<file path="src/rtl/core/bbor_pkg.sv">
// Shared types and codes for the block buffer with overflow ring.
`default_nettype none

package bbor_pkg;

    localparam int ROFF_W = 9;

    typedef enum logic [1:0] {
        MODE_WRITE   = 2'd0,
        MODE_READ    = 2'd1,
        MODE_RELEASE = 2'd2,
        MODE_PAD     = 2'd3
    } t_mode;

    typedef enum logic [1:0] {
        PUT_INPUT,
        PUT_RING,
        PUT_ZERO
    } t_put_src;

    typedef struct packed {
        t_mode             mode;
        logic [7:0]        data_byte;
        logic [ROFF_W-1:0] read_offset;
    } t_in_item;

    typedef struct packed {
        logic       accepted;
        logic [7:0] read_data;
        logic [1:0] full_blocks;
        logic [8:0] fill_level;
        logic [9:0] overflow_level;
    } t_out_item;

    typedef struct packed {
        logic     latch;
        logic     put;
        t_put_src put_src;
        logic     ring_push;
        logic     ring_pop;
        logic     ring_rd;
        logic     blk_rd;
        logic     roff_sub;
        logic     release_blk;
        logic     set_acc;
        logic     cap_read;
    } t_dp_cmd;

    typedef struct packed {
        logic ring_empty;
        logic ring_full;
        logic all_full;
        logic any_full;
        logic roff_ge;
        logic fill_last;
        logic fill_empty;
    } t_dp_status;

endpackage

`default_nettype wire

</file>
<file path="src/rtl/core/bbor_ctrl.sv">
// Sequencer that steps each command through the buffer datapath.
`default_nettype none

module bbor_ctrl (
    input  wire                 i_clk,
    input  wire                 i_rst_n,
    input  wire                 start,
    input  bbor_pkg::t_mode     i_mode,
    input  bbor_pkg::t_dp_status i_status,
    output bbor_pkg::t_dp_cmd   o_cmd,
    output logic                busy,
    output logic                o_done
);
    import bbor_pkg::*;

    typedef enum logic [2:0] {
        ST_IDLE,
        ST_DRAIN_RD,
        ST_DRAIN_WR,
        ST_WR_PLACE,
        ST_RD_MOD,
        ST_RD_WAIT,
        ST_REL,
        ST_PAD
    } t_state;

    t_state r_state, n_state;
    logic   r_after_write, n_after_write;
    logic   r_done, n_done;
    t_dp_cmd cmd;

    always_comb begin
        cmd           = '0;
        cmd.put_src   = PUT_INPUT;
        n_state       = r_state;
        n_after_write = r_after_write;
        n_done        = 1'b0;
        case (r_state)
            ST_IDLE: begin
                if (start) begin
                    cmd.latch = 1'b1;
                    case (i_mode)
                        MODE_WRITE: begin
                            n_state       = ST_DRAIN_RD;
                            n_after_write = 1'b1;
                        end
                        MODE_READ:    n_state = ST_RD_MOD;
                        MODE_RELEASE: n_state = ST_REL;
                        default:      n_state = ST_PAD;
                    endcase
                end
            end
            ST_DRAIN_RD: begin
                // Ring bytes move into free buffers before anything else lands.
                if (!i_status.ring_empty && !i_status.all_full) begin
                    cmd.ring_rd = 1'b1;
                    n_state     = ST_DRAIN_WR;
                end else if (r_after_write) begin
                    n_state = ST_WR_PLACE;
                end else begin
                    n_state = ST_IDLE;
                    n_done  = 1'b1;
                end
            end
            ST_DRAIN_WR: begin
                cmd.put      = 1'b1;
                cmd.put_src  = PUT_RING;
                cmd.ring_pop = 1'b1;
                n_state      = ST_DRAIN_RD;
            end
            ST_WR_PLACE: begin
                if (!i_status.all_full) begin
                    cmd.put     = 1'b1;
                    cmd.set_acc = 1'b1;
                end else if (!i_status.ring_full) begin
                    cmd.ring_push = 1'b1;
                    cmd.set_acc   = 1'b1;
                end
                n_state = ST_IDLE;
                n_done  = 1'b1;
            end
            ST_RD_MOD: begin
                if (i_status.roff_ge) begin
                    cmd.roff_sub = 1'b1;
                end else begin
                    cmd.blk_rd = 1'b1;
                    n_state    = ST_RD_WAIT;
                end
            end
            ST_RD_WAIT: begin
                cmd.cap_read = 1'b1;
                n_state      = ST_IDLE;
                n_done       = 1'b1;
            end
            ST_REL: begin
                if (i_status.any_full) begin
                    cmd.release_blk = 1'b1;
                    cmd.set_acc     = 1'b1;
                    n_after_write   = 1'b0;
                    n_state         = ST_DRAIN_RD;
                end else begin
                    n_state = ST_IDLE;
                    n_done  = 1'b1;
                end
            end
            ST_PAD: begin
                // The first cycle decides; later cycles only write zeros.
                if (!r_after_write) begin
                    if (i_status.ring_empty && !i_status.fill_empty && !i_status.all_full) begin
                        cmd.set_acc   = 1'b1;
                        n_after_write = 1'b1;
                    end else begin
                        n_state = ST_IDLE;
                        n_done  = 1'b1;
                    end
                end else begin
                    cmd.put     = 1'b1;
                    cmd.put_src = PUT_ZERO;
                    if (i_status.fill_last) begin
                        n_state = ST_IDLE;
                        n_done  = 1'b1;
                    end
                end
            end
            default: begin
                n_state = ST_IDLE;
            end
        endcase
        // Pad reuses the flag as its started mark, so clear it on entry.
        if (r_state == ST_IDLE && start && i_mode == MODE_PAD) begin
            n_after_write = 1'b0;
        end
    end

    always_ff @(posedge i_clk) begin
        if (!i_rst_n) begin
            r_state       <= ST_IDLE;
            r_after_write <= 1'b0;
            r_done        <= 1'b0;
        end else begin
            r_state       <= n_state;
            r_after_write <= n_after_write;
            r_done        <= n_done;
        end
    end

    assign o_cmd  = cmd;
    assign busy   = (r_state != ST_IDLE);
    assign o_done = r_done;

endmodule

`default_nettype wire

</file>
<file path="config.mk">
export PLATFORM = sky130hd
export DESIGN_NAME = bbor_ctrl
export DESIGN_NICKNAME = d
export VERILOG_FILES = /design/src/rtl/core/bbor_pkg.sv /design/src/rtl/core/bbor_ctrl.sv
export SDC_FILE = /design/constraint.sdc
export NUM_CORES = 1
export LEC_CHECK = 0
export ABC_AREA = 1
export BUFFER_PORTS_ARGS = -buffer_cell sky130_fd_sc_hd__buf_2
export CAP_MARGIN = 20
export CORE_AREA = 8 8 45 47
export CTS_BUF_LIST = sky130_fd_sc_hd__clkbuf_8
export DETAILED_ROUTE_END_ITERATION = 10
export DIE_AREA = 0 0 53 55
export PLACE_DENSITY = 0.73
export SETUP_SLACK_MARGIN = 0.4
export SYNTH_ARGS = -nofsm -noshare
export SYNTH_HDL_FRONTEND = slang
export SYNTH_SLANG_ARGS = --single-unit
export TNS_END_PERCENT = 20
</file>
<file path="constraint.sdc">
create_clock -name i_clk -period 3.13 [get_ports i_clk]
set_clock_uncertainty 0.15 [all_clocks]
set_input_delay 0 -clock i_clk [delete_from_list [all_inputs] [get_ports i_clk]]
set_output_delay 0 -clock i_clk [all_outputs]
set_load 0.02 [all_outputs]
</file>
# After elaboration in Yosys (flattened, before gate mapping)
# Cells that the tools add are included.
op_classes:
  muxes: 44
  n_div: 0
  mul: 0
  magnitude_cmp: 0
  n_reduce_logical: 16
  eq_ne: 16
  shift: 0
  n_bitwise: 1
  add_sub_neg: 0
ops:
  columns: ["op", "count"]
  rows:
  - ["1-bit two-way mux", 27]
  - ["3-bit two-way mux", 7]
  - ["3-bit case mux with 7 select lines", 1]
  - ["3-bit equality test (second input constant)", 4]
  - ["1-bit case mux with 3 select lines", 3]
  - ["3-bit case mux with 3 select lines", 1]
  - ["4-bit AND reduction", 2]
  - ["3-bit by 2-bit equality test with 1-bit output (second input constant)", 2]
  - ["2-bit two-way mux", 3]
  - ["2-bit inequality test (second input constant)", 3]
  - ["3-bit inequality test (second input constant)", 2]
  - ["3-bit nonzero test", 2]
  - ["1-bit logical AND", 5]
  - ["2-bit equality test (second input constant)", 2]
  - ["1-bit case mux with 4 select lines", 1]
  - ["2-bit case mux with 2 select lines", 1]
  - ["2-bit OR reduction", 2]
  - ["3-bit by 1-bit equality test with 1-bit output (second input constant)", 1]
  - ["1-bit zero test", 3]
  - ["3-bit zero test", 1]
  - ["2-bit by 1-bit equality test with 1-bit output (second input constant)", 1]
  - ["2-bit zero test", 1]
  - ["2-bit by 1-bit inequality test with 1-bit output (second input constant)", 1]
  - ["1-bit inverter", 1]
totals:
  inputBits: 12
  mem_bits_rw: 0
  reg_bits: 5
  memories: 0
  word_cells: 80
  mem_bits_ro: 0
  latchBits: 0
  output_inout_bits: 14

# Depth between registers and ports, before layout
logic_depth:
  depth_word: 6
  mapped_depth: 8
  depth_no_buf: 8

# Worst setup path after synthesis
# Ideal clock, no wire load.
synth_path:
  path_type: "reg2reg"
  startpoint: "reg r_state[1]"
  endpoint: "reg r_after_write"
  path_stages_with_launch: 9
  period_less_slack_ns: 1.594
  setup_ns: 0.113
  arrival_ns: 1.332
  path_slack_ns: 1.536
  required_ns: 2.867
  n_path_buf: 0
  path_cell_list: "dfxtp_1 -> nor2_1 -> nand2_1 -> nor2_1 -> nand2_1 -> nand2_1 -> inv_1 -> nand2_1 -> nor2_1"
synth_via:
  elab_chain_cells: 4
  elab_cells_between_ends: 12
  cone_classes: "eq/ne: 5; mux: 1; reduce/logical: 6"
synth_lines:
  columns: ["item", "line_no", "source"]
  rows:
  - ["start, declared", "bbor_ctrl.sv:27", "t_state r_state, n_state;"]
  - ["start signal, assigned", "bbor_ctrl.sv:141", "r_state <= n_state;"]
  - ["branches (longest 4 deep; another with 4-bit AND reduction)", null, null]
  - ["end signal, assigned", "bbor_ctrl.sv:142", "r_after_write <= n_after_write;"]
  - ["end, declared", "bbor_ctrl.sv:28", "logic r_after_write, n_after_write;"]
# Several ways; the timed one is not identified.
# A chain may end at the register's enable or synchronous reset.

==> metrics.csv <==
stage,metric,value,unit
global_route,met2 usage,0.180,
pwr,"Power, Total",0.591,mW
die,FP Rows,14,
drt,via count,685,
pwr,clock power share,0.193,
timing,fin crit share,0.567,
die,Chip Width,53,µm
timing,RSZ-0062 raised after global routing,false,
synthesis,Synth cell types,14,
worst_setup_path,startpoint types,flop,
layout,share of cells above drive strength 1,0.228,
clock_network,clk_lat worst skew,0.22,ns
layout,Multi-input gate area,358,µm²
drt,Detail Route Antenna Nets,0,
timing,final worst slack,1.35,ns
layout,final design instance area without fill,733,µm²
timing,fin crit period,1.78,ns
synthesis,post-synthesis net count,115,
synthesis,Yosys Warn Count,0,
clock_network,H-tree depth,1,
run,Max-Cap Viols,0,
timing,setup_tns,0,ns
placement,GPL Wtd Cong,0.815,
timing,relative max-transition margin,0.783,
synthesis,Mapped Cells,98,
global_route,GRT Total Usage,0.108,
timing,# setup viols final,0,
die,Initial Util,0.391,
clock_network,CTS root buf,clkbuf_8,
pwr,Switching Share,0.506,
synthesis,synthesized flop and latch total,5,
die,die height,55,µm
clock_network,postcts setup bufs,0,
placement,Setup WS pre-CTS,1.59,ns
clock_network,# clock sinks,5,
placement,dpl cell area,678,µm²
pwr,maximum vdd drop,0.000480,V
worst_setup_path,Setup crit end kind,output port,
drt,WL/cell,10.2,µm
global_route,GRT overflow,0,
clock_network,maximum buffer depth of the clock tree,2,
synthesis,synthesized cell area,541,µm²
layout,Ant. Diodes,0,
clock_network,Num CTS Buffers,3,
placement,I/O Buffers,25,
worst_setup_path,Required @ worst endpoint,2.98,ns
global_route,GRT busiest layer,met2,
pwr,Reg power frac,0.214,
clock_network,CTS tree,done,
global_route,largest net degree at the start of global routing,8,
pwr,Logic pwr share,0.593,
pwr,Int Power,0.292,mW
die,Die ar.,2920,µm²
timing,Final Slew Violations,0,
worst_setup_path,Setup CP Type,flop to output port,
synthesis,post-synthesis sequential area ratio,0.185,
layout,nets,145,
timing,Worst Tran Pin Value,0.323,ns
drt,number of vias per cell,4.79,
layout,layout overhead on the synthesized area,35.6,%
worst_setup_path,worst path arrival time,1.63,ns
global_route,met1 usage,0.108,
hold_path,worst hold path class,primary input to flop,
die,IO Count,26,
pwr,net switching power,0.299,mW
global_route,first-pass GRT wire length,2310,µm
synthesis,Avg Inst Size Synth,5.52,µm²
drt,DRT iter0 DRCs,19,
run_status,outcome,"finished, final reports clean",
global_route,vias in the first global route,628,
global_route,met3 usage,0.0428,
timing,FMAX,563,MHz
global_route,antenna violations before repair,0,
drt,DRC errors left,0,
drt,drt first pass iters,4,
pwr,Power Density,806,nW/µm²
die,core area,1380,µm²
placement,DP HPWL,1240,µm
layout,Fillers,144,
pwr,Leak,0.460,nW
clock_network,Clock transition at path regs,0.03,ns
worst_setup_path,CP Max Fanout,7,
timing,final hold violations,0,
drt,WL final,1460,µm
layout,FF/Latch Area,100,µm²
==> registers in the layout (all words and copies together), names as in the netlist <==
name	flops
o_done	1
r_after_write	1
r_state	3
==> through the flow <==
stage               cells  utilization  hold WS (ns)
global route          143        0.530        0.0901
detailed placement    138        0.490         0.119
floorplan              98            -       -0.0706
CTS                   143        0.530        0.0730
finish                143        0.530        0.0792
global placement      138        0.490         0.121
==> kinds of logic (layout without fill, tap and decap cells) <==
group / Yosys count / in the layout / synth area share
AOI/OAI and AO/OA: 11 / 11 / 0.106
adders and majority gates: 5 / 5 / 0.116
buffers and inverters: 21 / 50 / 0.153
DFF: 5 / 5 / 0.185
and+or+nand+nor: 56 / 56 / 0.440
==> power groups by stage <==
stage	clock, mW	combinational, mW	sequential, mW
3_3_place_gp	0	0.347	0.125
6_report	0.114	0.350	0.126
4_1_cts	0.115	0.353	0.125
2_1_floorplan	0	0.254	0.125
5_1_grt	0.128	0.399	0.131
3_5_place_dp	0	0.350	0.126
==> cells in the mapped netlist, drive strengths merged <==
cell    count  share of area
nor3        2          0.019
nor3b       1          0.014
a21oi       4          0.037
o21bai      1          0.014
nor4        1          0.012
nand3      12           0.11
dfxtp       5           0.19
ha          5           0.12
or3         1          0.014
buf         1          0.014
nand2      19           0.13
inv        20           0.14
o21ai       6          0.056
nor2       20           0.14
==> critical path, stage by stage (launching register included) <==
cell and delay, ns:
dfxtp_1 0.44, inv_1 0.15, nand3_1 0.16, a21oi_1 0.05
or3_2 0.43, buf_2 0.17
==> metal layers <==
layer	wire (µm)	vias up
met1	630	291
met4	17	0
met3	151	2
met5	0	-
met2	659	27
li1	-	365
==> worst paths after layout <==
check                                           startpoint                          to  slack (ns)  depth (start not counted)
worst max-delay path               r_state[2]$_SDFFE_PN0P_                    o_cmd[1]        1.35                          5
worst min-delay path                           i_status[3]     r_state[0]$_SDFFE_PN0P_        0.08                          5
worst max register to register     r_state[2]$_SDFFE_PN0P_     r_state[0]$_SDFFE_PN0P_        1.57                          8
worst min register to register  r_after_write$_SDFFE_PP0P_  r_after_write$_SDFFE_PP0P_        0.38                          2
==> placed cells by master (no fill, tap or decap), drive strengths merged <==
master / count
inv: 21
dfxtp: 5
nor4: 1
o21bai: 1
o21ai: 6
a21oi: 4
nor3: 2
or3: 1
nand2: 19
nor2: 20
ha: 5
buf: 25
dlygate4sd3: 1
clkbuf: 3
nand3: 12
nor3b: 1
==> layout make-up <==
type                    instances  area share
clock buffers                   3      0.0563
clock inverters                 1     0.00512
inverters                      20       0.102
multi-input cells              72       0.488
flip-flops and latches          5       0.137
well taps                      16      0.0273
repair buffers                 26       0.184
==> what timing repair did <==
item	CTS	global route
hold buffers	1	0
gates resized for setup	0	0
hold endpoints to repair	5	0
Note: power is estimated with default switching activity, not from simulation.
